**config.mk**
```make
export PLATFORM = sky130hd
export DESIGN_NAME = piecewise_linear_interpolator_top
export DESIGN_NICKNAME = d
export VERILOG_FILES = /design/src/hw/rtl/pwli_pkg.sv /design/src/hw/rtl/pwli_front.sv /design/src/hw/rtl/pwli_fifo.sv /design/src/hw/rtl/pwli_back.sv /design/src/hw/rtl/piecewise_linear_interpolator_top.sv
export VERILOG_INCLUDE_DIRS = /design/src /design/src/hw/rtl
export SDC_FILE = /design/constraint.sdc
export NUM_CORES = 2
export LEC_CHECK = 0
export ABC_AREA = 1
export BUFFER_PORTS_ARGS = -buffer_cell sky130_fd_sc_hd__buf_2
export CAP_MARGIN = 20
export CORE_MARGIN = 2
export CORE_UTILIZATION = 50
export DETAILED_ROUTE_END_ITERATION = 8
export MAX_ROUTING_LAYER = met4
export PLACE_DENSITY = 0.76
export SYNTH_ARGS = -nofsm -noshare
export SYNTH_HDL_FRONTEND = slang
export SYNTH_SLANG_ARGS = --single-unit
```
**constraint.sdc**
```tcl
create_clock -name clk_i -period 12.52 [get_ports clk_i]
set_input_delay 0.626 -clock clk_i [delete_from_list [all_inputs] [get_ports clk_i]]
set_output_delay 0.626 -clock clk_i [all_outputs]
set_load 0.02 [all_outputs]
```
**src/hw/rtl/piecewise_linear_interpolator_top_defines.svh**
```systemverilog
// Assertion macros shared by the interpolator RTL.
`ifndef PIECEWISE_LINEAR_INTERPOLATOR_TOP_DEFINES_SVH
`define PIECEWISE_LINEAR_INTERPOLATOR_TOP_DEFINES_SVH
`ifndef NO_ASSERTIONS
`define PWLI_ASSERT(lbl, clk, rstn, prop) \
  lbl: assert property (@(posedge clk) disable iff (!rstn) prop) \
    else $error("pwli: property violated");
`define PWLI_NEVER(lbl, clk, rstn, expr) \
  lbl: assert property (@(posedge clk) disable iff (!rstn) !(expr)) \
    else $error("pwli: forbidden condition");
`else
`define PWLI_ASSERT(lbl, clk, rstn, prop)
`define PWLI_NEVER(lbl, clk, rstn, expr)
`endif
`endif

```
**src/hw/rtl/pwli_pkg.sv**
```systemverilog
// Shared types and constants of the piecewise linear interpolator.
package pwli_pkg;

  localparam int unsigned MAX_POINTS_DEF = 64;
  localparam int unsigned FREQ_BITS_DEF  = 24;
  localparam int unsigned AMPL_BITS_DEF  = 24;
  localparam int unsigned IDX_IN_W       = 6;
  localparam int unsigned NPTS_W         = 7;
  localparam int unsigned FIFO_DEPTH     = 2;
  localparam int unsigned CMD_W_DEF      = 1 + IDX_IN_W + FREQ_BITS_DEF + AMPL_BITS_DEF;

  typedef enum logic {
    OP_LOAD  = 1'b0,
    OP_QUERY = 1'b1
  } op_e;

  typedef enum logic [2:0] {
    ST_IDLE,
    ST_SCAN,
    ST_EVAL,
    ST_MUL,
    ST_DIV,
    ST_FIN
  } back_state_e;

  typedef struct packed {
    logic full;
    logic empty;
  } fifo_stat_t;

endpackage

```
**src/hw/rtl/pwli_front.sv**
```systemverilog
// Front end: accepts items, drops loads to missing slots, forms queue commands.
module pwli_front #(
  parameter int unsigned MAX_POINTS = pwli_pkg::MAX_POINTS_DEF,
  parameter int unsigned FREQ_BITS  = pwli_pkg::FREQ_BITS_DEF,
  parameter int unsigned AMPL_BITS  = pwli_pkg::AMPL_BITS_DEF,
  parameter int unsigned CMD_W      = 1 + pwli_pkg::IDX_IN_W + FREQ_BITS + AMPL_BITS
) (
  input  logic                          start,
  output logic                          busy,
  input  logic                          req_type_i,
  input  logic [pwli_pkg::IDX_IN_W-1:0] point_index_i,
  input  logic [FREQ_BITS-1:0]          point_freq_i,
  input  logic signed [AMPL_BITS-1:0]   point_ampl_i,
  input  logic [FREQ_BITS-1:0]          query_freq_i,
  input  pwli_pkg::fifo_stat_t          stat_i,
  output logic                          push_o,
  output logic [CMD_W-1:0]              cmd_o
);

  logic                 is_query;
  logic                 idx_ok;
  logic [FREQ_BITS-1:0] freq_sel;

  assign is_query = (pwli_pkg::op_e'(req_type_i) == pwli_pkg::OP_QUERY);
  assign idx_ok   = (32'(point_index_i) < 32'(MAX_POINTS));
  assign freq_sel = is_query ? query_freq_i : point_freq_i;

  assign busy   = stat_i.full;
  assign push_o = start && !stat_i.full && (is_query || idx_ok);
  assign cmd_o  = {req_type_i, point_index_i, freq_sel, point_ampl_i};

endmodule

```
**src/hw/rtl/pwli_fifo.sv**
```systemverilog
// Short command queue between the front end and the back end.
`include "piecewise_linear_interpolator_top_defines.svh"

module pwli_fifo #(
  parameter int unsigned WIDTH = pwli_pkg::CMD_W_DEF
) (
  input  logic                 clk_i,
  input  logic                 rst_ni,
  input  logic                 push_i,
  input  logic [WIDTH-1:0]     data_i,
  input  logic                 pop_i,
  output logic [WIDTH-1:0]     data_o,
  output pwli_pkg::fifo_stat_t stat_o
);

  localparam int unsigned DEPTH = pwli_pkg::FIFO_DEPTH;
  localparam int unsigned PTR_W = $clog2(DEPTH);
  localparam int unsigned CNT_W = $clog2(DEPTH + 1);

  logic [WIDTH-1:0] slot_q [DEPTH];
  logic [PTR_W-1:0] wptr_q, wptr_d;
  logic [PTR_W-1:0] rptr_q, rptr_d;
  logic [CNT_W-1:0] cnt_q, cnt_d;

  always_comb begin
    wptr_d = wptr_q;
    rptr_d = rptr_q;
    cnt_d  = cnt_q;
    if (push_i) begin
      wptr_d = (wptr_q == PTR_W'(DEPTH - 1)) ? '0 : wptr_q + PTR_W'(1);
    end
    if (pop_i) begin
      rptr_d = (rptr_q == PTR_W'(DEPTH - 1)) ? '0 : rptr_q + PTR_W'(1);
    end
    if (push_i && !pop_i) begin
      cnt_d = cnt_q + CNT_W'(1);
    end else if (pop_i && !push_i) begin
      cnt_d = cnt_q - CNT_W'(1);
    end
  end

  always_ff @(posedge clk_i or negedge rst_ni) begin
    if (!rst_ni) begin
      wptr_q <= '0;
      rptr_q <= '0;
      cnt_q  <= '0;
    end else begin
      wptr_q <= wptr_d;
      rptr_q <= rptr_d;
      cnt_q  <= cnt_d;
    end
  end

  always_ff @(posedge clk_i) begin
    if (push_i) begin
      slot_q[wptr_q] <= data_i;
    end
  end

  assign data_o       = slot_q[rptr_q];
  assign stat_o.full  = (cnt_q == CNT_W'(DEPTH));
  assign stat_o.empty = (cnt_q == '0);

  `PWLI_NEVER(a_fifo_overflow, clk_i, rst_ni, push_i && stat_o.full)
  `PWLI_NEVER(a_fifo_underflow, clk_i, rst_ni, pop_i && stat_o.empty)
  `PWLI_ASSERT(a_fifo_ptrs, clk_i, rst_ni, (cnt_q == '0) |-> (wptr_q == rptr_q))

endmodule

```
**src/hw/rtl/pwli_back.sv**
```systemverilog
// Back end: breakpoint memory, segment scan, serial divider and result register.
`include "piecewise_linear_interpolator_top_defines.svh"

module pwli_back #(
  parameter int unsigned MAX_POINTS = pwli_pkg::MAX_POINTS_DEF,
  parameter int unsigned FREQ_BITS  = pwli_pkg::FREQ_BITS_DEF,
  parameter int unsigned AMPL_BITS  = pwli_pkg::AMPL_BITS_DEF,
  parameter int unsigned CMD_W      = 1 + pwli_pkg::IDX_IN_W + FREQ_BITS + AMPL_BITS
) (
  input  logic                        clk_i,
  input  logic                        rst_ni,
  input  logic [pwli_pkg::NPTS_W-1:0] num_points_i,
  input  logic [CMD_W-1:0]            cmd_i,
  input  pwli_pkg::fifo_stat_t        stat_i,
  output logic                        pop_o,
  output logic                        valid_o,
  output logic signed [AMPL_BITS-1:0] amplitude_o,
  output logic                        in_range_o
);

  localparam int unsigned IDX_W  = $clog2(MAX_POINTS);
  localparam int unsigned CNT_W  = $clog2(MAX_POINTS + 1);
  localparam int unsigned DCNT_W = $clog2(AMPL_BITS);
  localparam int unsigned ENT_W  = FREQ_BITS + AMPL_BITS;
  localparam int unsigned PROD_W = FREQ_BITS + AMPL_BITS;

  // command fields
  logic                          cmd_op;
  logic [pwli_pkg::IDX_IN_W-1:0] cmd_idx;
  logic [FREQ_BITS-1:0]          cmd_freq;
  logic [AMPL_BITS-1:0]          cmd_ampl;

  assign cmd_op   = cmd_i[CMD_W-1];
  assign cmd_idx  = cmd_i[CMD_W-2 -: pwli_pkg::IDX_IN_W];
  assign cmd_freq = cmd_i[ENT_W-1:AMPL_BITS];
  assign cmd_ampl = cmd_i[AMPL_BITS-1:0];

  // breakpoint memory
  logic [ENT_W-1:0] mem [MAX_POINTS];
  logic             mem_we;
  logic [IDX_W-1:0] wr_addr;
  logic             rd_en;
  logic [IDX_W-1:0] rd_addr;
  logic [ENT_W-1:0] rd_data_q;
  logic [FREQ_BITS-1:0] cur_f;
  logic [AMPL_BITS-1:0] cur_a;

  assign wr_addr = IDX_W'(cmd_idx);
  assign cur_f   = rd_data_q[ENT_W-1:AMPL_BITS];
  assign cur_a   = rd_data_q[AMPL_BITS-1:0];

  always_ff @(posedge clk_i) begin
    if (mem_we) begin
      mem[wr_addr] <= {cmd_freq, cmd_ampl};
    end
    if (rd_en) begin
      rd_data_q <= mem[rd_addr];
    end
  end

  // state
  pwli_pkg::back_state_e state_q, state_d;
  logic [CNT_W-1:0]      n_q, n_d, n_cfg;
  logic [CNT_W-1:0]      ic_q, ic_d;
  logic                  dv_q, dv_d;
  logic                  first_q, first_d;
  logic                  found_q, found_d;
  logic [DCNT_W-1:0]     dcnt_q, dcnt_d;
  logic                  res_vld_q, res_vld_d;

  logic [FREQ_BITS-1:0]  q_q, q_d;
  logic [FREQ_BITS-1:0]  prev_f_q, prev_f_d;
  logic [AMPL_BITS-1:0]  prev_a_q, prev_a_d;
  logic [FREQ_BITS-1:0]  ffirst_q, ffirst_d;
  logic [FREQ_BITS-1:0]  s_f0_q, s_f0_d, s_f1_q, s_f1_d;
  logic [AMPL_BITS-1:0]  s_a0_q, s_a0_d, s_a1_q, s_a1_d;
  logic [FREQ_BITS-1:0]  t_q, t_d, dx_q, dx_d;
  logic [AMPL_BITS-1:0]  mag_q, mag_d;
  logic                  neg_q, neg_d;
  logic [FREQ_BITS-1:0]  rem_q, rem_d;
  logic [AMPL_BITS-1:0]  lo_q, lo_d;
  logic [AMPL_BITS-1:0]  res_amp_q, res_amp_d;
  logic                  res_rng_q, res_rng_d;

  logic                  in_rng;
  logic signed [AMPL_BITS:0] dy;
  logic [AMPL_BITS:0]    dy_abs;
  logic [PROD_W-1:0]     prod;
  logic [FREQ_BITS:0]    trial;
  logic [FREQ_BITS:0]    diff;
  logic                  ge;

  always_comb begin
    if (32'(num_points_i) > 32'(MAX_POINTS)) begin
      n_cfg = CNT_W'(MAX_POINTS);
    end else begin
      n_cfg = CNT_W'(num_points_i);
    end
  end

  assign in_rng = (n_q >= CNT_W'(2)) && (q_q >= ffirst_q) && (q_q <= prev_f_q);
  assign dy     = $signed({s_a1_q[AMPL_BITS-1], s_a1_q})
                - $signed({s_a0_q[AMPL_BITS-1], s_a0_q});
  assign dy_abs = dy[AMPL_BITS] ? (AMPL_BITS+1)'(-dy) : (AMPL_BITS+1)'(dy);
  assign prod   = mag_q * t_q;
  assign trial  = {rem_q, lo_q[AMPL_BITS-1]};
  assign diff   = trial - {1'b0, dx_q};
  assign ge     = (trial >= {1'b0, dx_q});

  always_comb begin
    state_d   = state_q;
    n_d       = n_q;
    ic_d      = ic_q;
    dv_d      = dv_q;
    first_d   = first_q;
    found_d   = found_q;
    dcnt_d    = dcnt_q;
    res_vld_d = 1'b0;
    q_d       = q_q;
    prev_f_d  = prev_f_q;
    prev_a_d  = prev_a_q;
    ffirst_d  = ffirst_q;
    s_f0_d    = s_f0_q;
    s_f1_d    = s_f1_q;
    s_a0_d    = s_a0_q;
    s_a1_d    = s_a1_q;
    t_d       = t_q;
    dx_d      = dx_q;
    mag_d     = mag_q;
    neg_d     = neg_q;
    rem_d     = rem_q;
    lo_d      = lo_q;
    res_amp_d = res_amp_q;
    res_rng_d = res_rng_q;
    pop_o     = 1'b0;
    mem_we    = 1'b0;
    rd_en     = 1'b0;
    rd_addr   = ic_q[IDX_W-1:0];
    case (state_q)
      pwli_pkg::ST_IDLE: begin
        if (!stat_i.empty) begin
          pop_o = 1'b1;
          if (pwli_pkg::op_e'(cmd_op) == pwli_pkg::OP_LOAD) begin
            mem_we = 1'b1;
          end else begin
            q_d     = cmd_freq;
            n_d     = n_cfg;
            ic_d    = '0;
            dv_d    = 1'b0;
            first_d = 1'b1;
            found_d = 1'b0;
            state_d = pwli_pkg::ST_SCAN;
          end
        end
      end
      pwli_pkg::ST_SCAN: begin
        if (ic_q < n_q) begin
          rd_en = 1'b1;
          ic_d  = ic_q + CNT_W'(1);
          dv_d  = 1'b1;
        end else begin
          dv_d = 1'b0;
          if (!dv_q) begin
            state_d = pwli_pkg::ST_EVAL;
          end
        end
        if (dv_q) begin
          if (first_q) begin
            ffirst_d = cur_f;
          end else if ((prev_f_q <= q_q) && (q_q <= cur_f)) begin
            found_d = 1'b1;
            s_f0_d  = prev_f_q;
            s_a0_d  = prev_a_q;
            s_f1_d  = cur_f;
            s_a1_d  = cur_a;
          end
          prev_f_d = cur_f;
          prev_a_d = cur_a;
          first_d  = 1'b0;
        end
      end
      pwli_pkg::ST_EVAL: begin
        res_rng_d = in_rng;
        neg_d     = dy[AMPL_BITS];
        mag_d     = dy_abs[AMPL_BITS-1:0];
        t_d       = q_q - s_f0_q;
        dx_d      = s_f1_q - s_f0_q;
        if (!in_rng || !found_q) begin
          res_amp_d = '0;
          res_vld_d = 1'b1;
          state_d   = pwli_pkg::ST_IDLE;
        end else if (s_f0_q == s_f1_q) begin
          res_amp_d = s_a1_q;
          res_vld_d = 1'b1;
          state_d   = pwli_pkg::ST_IDLE;
        end else begin
          state_d = pwli_pkg::ST_MUL;
        end
      end
      pwli_pkg::ST_MUL: begin
        // high part is below dx since the quotient fits the amplitude width
        rem_d   = prod[PROD_W-1:AMPL_BITS];
        lo_d    = prod[AMPL_BITS-1:0];
        dcnt_d  = '0;
        state_d = pwli_pkg::ST_DIV;
      end
      pwli_pkg::ST_DIV: begin
        rem_d  = ge ? diff[FREQ_BITS-1:0] : trial[FREQ_BITS-1:0];
        lo_d   = {lo_q[AMPL_BITS-2:0], ge};
        dcnt_d = dcnt_q + DCNT_W'(1);
        if (dcnt_q == DCNT_W'(AMPL_BITS - 1)) begin
          state_d = pwli_pkg::ST_FIN;
        end
      end
      pwli_pkg::ST_FIN: begin
        res_amp_d = neg_q ? (s_a0_q - lo_q) : (s_a0_q + lo_q);
        res_vld_d = 1'b1;
        state_d   = pwli_pkg::ST_IDLE;
      end
      default: begin
        state_d = pwli_pkg::ST_IDLE;
      end
    endcase
  end

  always_ff @(posedge clk_i or negedge rst_ni) begin
    if (!rst_ni) begin
      state_q   <= pwli_pkg::ST_IDLE;
      n_q       <= '0;
      ic_q      <= '0;
      dv_q      <= 1'b0;
      first_q   <= 1'b0;
      found_q   <= 1'b0;
      dcnt_q    <= '0;
      res_vld_q <= 1'b0;
    end else begin
      state_q   <= state_d;
      n_q       <= n_d;
      ic_q      <= ic_d;
      dv_q      <= dv_d;
      first_q   <= first_d;
      found_q   <= found_d;
      dcnt_q    <= dcnt_d;
      res_vld_q <= res_vld_d;
    end
  end

  always_ff @(posedge clk_i) begin
    q_q       <= q_d;
    prev_f_q  <= prev_f_d;
    prev_a_q  <= prev_a_d;
    ffirst_q  <= ffirst_d;
    s_f0_q    <= s_f0_d;
    s_f1_q    <= s_f1_d;
    s_a0_q    <= s_a0_d;
    s_a1_q    <= s_a1_d;
    t_q       <= t_d;
    dx_q      <= dx_d;
    mag_q     <= mag_d;
    neg_q     <= neg_d;
    rem_q     <= rem_d;
    lo_q      <= lo_d;
    res_amp_q <= res_amp_d;
    res_rng_q <= res_rng_d;
  end

  assign valid_o     = res_vld_q;
  assign amplitude_o = res_amp_q;
  assign in_range_o  = res_rng_q;

  `PWLI_ASSERT(a_single_strobe, clk_i, rst_ni, res_vld_q |=> !res_vld_q)
  `PWLI_ASSERT(a_out_of_range_zero, clk_i, rst_ni, (res_vld_q && !res_rng_q) |-> (res_amp_q == '0))
  `PWLI_ASSERT(a_scan_bound, clk_i, rst_ni, (state_q == pwli_pkg::ST_SCAN) |-> (ic_q <= n_q))

endmodule

```
**src/hw/rtl/piecewise_linear_interpolator_top.sv**
```systemverilog
// Top level of the piecewise linear interpolator.
//
//  channel   direction  handshake               payload
//  item      in         start high, busy low    req_type_i, point_index_i, point_freq_i,
//                                               point_ampl_i, query_freq_i
//  result    out        valid_o one-cycle pulse amplitude_o, in_range_o
//  config    in         num_points_we_i         num_points_i
//
// A load is written to the breakpoint memory when the back end pops it; a query
// runs the one-entry-per-cycle table scan over n, the clamped point count, and,
// when it must divide, the one-bit-per-cycle divider. Items wait in a two-entry
// queue; busy is high while it is full. rst_ni clears control state; the tables
// hold nothing until loaded. Results cannot be held off by the receiver.
module piecewise_linear_interpolator_top #(
  parameter int unsigned MAX_POINTS = pwli_pkg::MAX_POINTS_DEF,
  parameter int unsigned FREQ_BITS  = pwli_pkg::FREQ_BITS_DEF,
  parameter int unsigned AMPL_BITS  = pwli_pkg::AMPL_BITS_DEF
) (
  input  logic                          clk_i,
  input  logic                          rst_ni,
  input  logic                          start,
  output logic                          busy,
  input  logic                          req_type_i,
  input  logic [pwli_pkg::IDX_IN_W-1:0] point_index_i,
  input  logic [FREQ_BITS-1:0]          point_freq_i,
  input  logic signed [AMPL_BITS-1:0]   point_ampl_i,
  input  logic [FREQ_BITS-1:0]          query_freq_i,
  input  logic                          num_points_we_i,
  input  logic [pwli_pkg::NPTS_W-1:0]   num_points_i,
  output logic                          valid_o,
  output logic signed [AMPL_BITS-1:0]   amplitude_o,
  output logic                          in_range_o
);

  localparam int unsigned CMD_W = 1 + pwli_pkg::IDX_IN_W + FREQ_BITS + AMPL_BITS;

  logic [pwli_pkg::NPTS_W-1:0] num_points_q, num_points_d;
  pwli_pkg::fifo_stat_t        stat;
  logic                        push;
  logic                        pop;
  logic [CMD_W-1:0]            cmd_in;
  logic [CMD_W-1:0]            cmd_out;

  assign num_points_d = num_points_we_i ? num_points_i : num_points_q;

  always_ff @(posedge clk_i or negedge rst_ni) begin
    if (!rst_ni) begin
      num_points_q <= '0;
    end else begin
      num_points_q <= num_points_d;
    end
  end

  pwli_front #(
    .MAX_POINTS (MAX_POINTS),
    .FREQ_BITS  (FREQ_BITS),
    .AMPL_BITS  (AMPL_BITS),
    .CMD_W      (CMD_W)
  ) u_front (
    .start         (start),
    .busy          (busy),
    .req_type_i    (req_type_i),
    .point_index_i (point_index_i),
    .point_freq_i  (point_freq_i),
    .point_ampl_i  (point_ampl_i),
    .query_freq_i  (query_freq_i),
    .stat_i        (stat),
    .push_o        (push),
    .cmd_o         (cmd_in)
  );

  pwli_fifo #(
    .WIDTH (CMD_W)
  ) u_fifo (
    .clk_i  (clk_i),
    .rst_ni (rst_ni),
    .push_i (push),
    .data_i (cmd_in),
    .pop_i  (pop),
    .data_o (cmd_out),
    .stat_o (stat)
  );

  pwli_back #(
    .MAX_POINTS (MAX_POINTS),
    .FREQ_BITS  (FREQ_BITS),
    .AMPL_BITS  (AMPL_BITS),
    .CMD_W      (CMD_W)
  ) u_back (
    .clk_i        (clk_i),
    .rst_ni       (rst_ni),
    .num_points_i (num_points_q),
    .cmd_i        (cmd_out),
    .stat_i       (stat),
    .pop_o        (pop),
    .valid_o      (valid_o),
    .amplitude_o  (amplitude_o),
    .in_range_o   (in_range_o)
  );

endmodule
```
==> impl_results.md <==
* Routed Antenna Nets at 0
* RSZ-0062 raised after global routing: false
* Post-layout nets at 15250
* Via/cell ratio at 6.107
* Synthesized Nets at ~15000
* Post-layout min period at ~7400 ps
* Sequential share of the synthesized area at 0.6435
* Initial Utilization at 0.5029
* Largest net degree at the start of global routing at 235
* Setup_tns at 0 ps
* Seq. cell area at around 110000 um^2
* Worst-margin pin slew at approximately 1300 ps
* # DRC at 0
* F_max at around 0.14 GHz
* Drt pass-1 iters at 6
* Fin util at 0.5566
* Post-synth cell types at 60
* Area of the multi-input gates at around 52000 um^2
* Gpl congestion at approximately 0.96
* Clock root buffer master: clkbuf_16
* Max_cap viols at 0
* # fillers at 26340
* Count of input and output buffers at roughly 120
* Synth warn at 0
* Post-synth ARST share at 0.01026
* Area leader, netlist: edfxtp_1
* Final hold viol count at 0
* Area fraction of the dominant cell type after synthesis at 0.6380
* Area contributors post-synth: edfxtp_1 64%, fa_1 5.8%, o21ai_0 5.1%
* GRT Residual Overflow at 0
* Wire length per cell at approximately 26 um
* Total routed wirelength at 486500 um
* Share of cells above drive strength 1 at 0.07508
* Reg clk slew, reported paths at approximately 60 ps
* Clock Sinks at 3605
* Max clock buf depth at 4
* First-pass GRT wire length at about 700000 um
* Worst-path fanout max at 24
* Synthesized area at 167900 um^2
* Number of synthesized flops with an enable pin at 3568
* IO Pins at between 100 and 150
* Largest reg by FF count: u_back.mem
* Syn Area/Cell at about 12 um^2
* CTS Buf Count at about 360
* Final worst slack at ~5000 ps
* Worst slack, placed at slightly above 5000 ps
* Final setup violating endpoints at 0
* CORE AREA at between 300000 and 400000 um^2
* Worst Skew at about 120 ps
* Layout area overhead at 10.69%
* Detailed Route Iter0 Violations at 17400
* Slew headroom at 0.1619
* Status: finished, final reports clean
* Biggest regs: u_back.mem x3072, u_fifo.slot_q x110, u_back.rd_data_q x48
* Vias at 115900
* Die Y at just under 600 um
* Worst skew pair latency at roughly 960 ps
* Critical path data arrival time at approximately 8100 ps
* Fin area at around 190000 um^2
* Max FFs per register at 3072
* Post-Synthesis Cells at between 10000 and 15000
* CTS tree: done
* Rows at roughly 210
* Resize count post-CTS at 0
* Initial antenna violation count at 20
* Final Cycle Share at 0.5902
* Critical path class: register to register
* Crit path launch type: register
* Vias in the first global route at 111700
* Slew Viols, Final at 0
* Die width at between 500 and 600 um
* Seq cells post-synth at around 3600
* H-tree levels at 5
* Critical path endpoint category: register
* Hold crit path type: primary input to register
* DP Wirelength at between 200000 and 300000 um
* Full die area at roughly 340000 um^2
* Total setup buffers inserted after CTS at 0
* Global Route Usage Sum at 0.2890
* Data required time at the worst endpoint at between 10000 and 15000 ps
* Dominant synthesized flop cell: edfxtp_1
* Post-DP Area at ~170000 um^2
synthesized netlist by cell type, drive strengths merged, types with 249 or more instances:
| library cell | instances |
|---|---|
| edfxtp | 3568 |
| buf | 249 |
| a21oi | 341 |
| clkbuf | 534 |
| nor2 | 1904 |
| ha | 374 |
| o221ai | 297 |
| fa | 487 |
| o21ai | 1756 |
| inv | 1354 |
| o22ai | 478 |
| nand2 | 1867 |
| nand3 | 459 |
worst max-delay path: stages (launching register included):
cell,delay (ps)
edfxtp_1,1170
nand2_1,120
inv_1,110
fa_1,460
fa_1,560
inv_1,60
fa_1,500
fa_1,510
inv_1,60
fa_1,520
fa_1,510
inv_1,50
fa_1,580
inv_1,100
ha_1,370
nand2_1,130
nor2_1,230
inv_1,100
nor3_1,180
inv_1,90
o21ai_0,260
a21oi_1,80
or2_2,280
nand3_1,70
nand2_1,60
repair_timing:
action,in CTS,in global routing
hold buffers,75,0
setup endpoints to repair,0,0
endpoints found under the hold margin,142,0
metrics by stage:
stage / instances / hold WS, ps
6_report: 18980 / 35.62
3_5_place_dp: 18220 / 404.5
2_1_floorplan: 14280 / 330.4
4_1_cts: 18950 / 0.2938
5_1_grt: 18980 / 27.75
3_3_place_gp: 18220 / 400.9
area by class of cell:
| class | instances | area share |
|---|---|---|
| Clock inverter | 207 | 0.01066 |
| Sequential cell | 3605 | 0.5815 |
| Clock buffer | 442 | 0.05016 |
| Antenna cell | 11 | 0.0001481 |
| Inverter | 1359 | 0.02775 |
| Tap cell | 4387 | 0.02953 |
| Timing Repair Buffer | 444 | 0.02026 |
| Multi-Input combinational cell | 8528 | 0.2800 |
final timing paths:
path / slack (ps) / end / cells after the start / startpoint
setup reg to reg: 5130 / u_back.rem_q[5]$_DFFE_PP_ / 24 / u_back.mag_q[22]$_DFFE_PP_
min in group asynchronous: 370 / u_fifo.wptr_q$_DFFE_PN0P_ / 3 / rst_ni
hold reg to reg: 410 / u_back.s_a0_q[18]$_DFFE_PP_ / 0 / u_back.prev_a_q[18]$_DFFE_PP_
max in group asynchronous: 11440 / u_back.ic_q[4]$_DFFE_PN0P_ / 3 / rst_ni
hold / removal: 40 / u_fifo.slot_q[0][27]$_DFFE_PP_ / 2 / point_freq_i[3]
setup / recovery: 5130 / u_back.rem_q[5]$_DFFE_PP_ / 24 / u_back.mag_q[22]$_DFFE_PP_
layer usage:
metal	vias to the layer above	wire (um)	GRT usage
met4	0	23990	0.1303
met5	-	0	-
li1	50360	-	-
met1	56410	176400	0.3720
met3	1468	58690	0.05161
met2	7696	227400	0.4500
layout by cell type, fill, tap and decap left out, types with 48 or more instances in the layout:
cell type | Yosys | routed
xor2_1 | 89 | 89
o22ai_1 | 478 | 478
buf_4 | 27 | 213
inv_1 | 1342 | 1338
nor3_1 | 49 | 48
a21oi_1 | 340 | 340
nand2_2 | 25 | 74
dlygate4sd3_1 | 0 | 75
clkbuf_1 | 534 | 79
nand2_1 | 1839 | 1790
nor2_1 | 1893 | 1819
o211ai_1 | 91 | 91
o21ai_0 | 1713 | 1713
clkinv_1 | 5 | 88
clkinv_2 | 0 | 60
nand4_1 | 100 | 100
edfxtp_1 | 3568 | 3568
ha_1 | 374 | 374
clkbuf_16 | 0 | 358
nor2_4 | 3 | 76
xnor2_1 | 53 | 53
buf_2 | 184 | 116
o221ai_1 | 297 | 297
nand3_1 | 454 | 454
fa_1 | 487 | 487
cell families (layout without fill, tap and decap cells):
kind of cell    Yosys count  after routing  share of synthesized area
fa+ha+maj               861            861                    0.08592
flops                  3605           3605                     0.6435
other cells               0             11                          0
compound gates         3082           3082                     0.1053
simple gates           4417           4417                     0.1055
xor+xnor                142            142                   0.007406
mux                      26             26                   0.001736
buf+inv                2142           2452                    0.05058
Power is left out: the tool's default activity adds up to more than one toggle a clock period on the data nets, which glitch-free logic cannot reach.
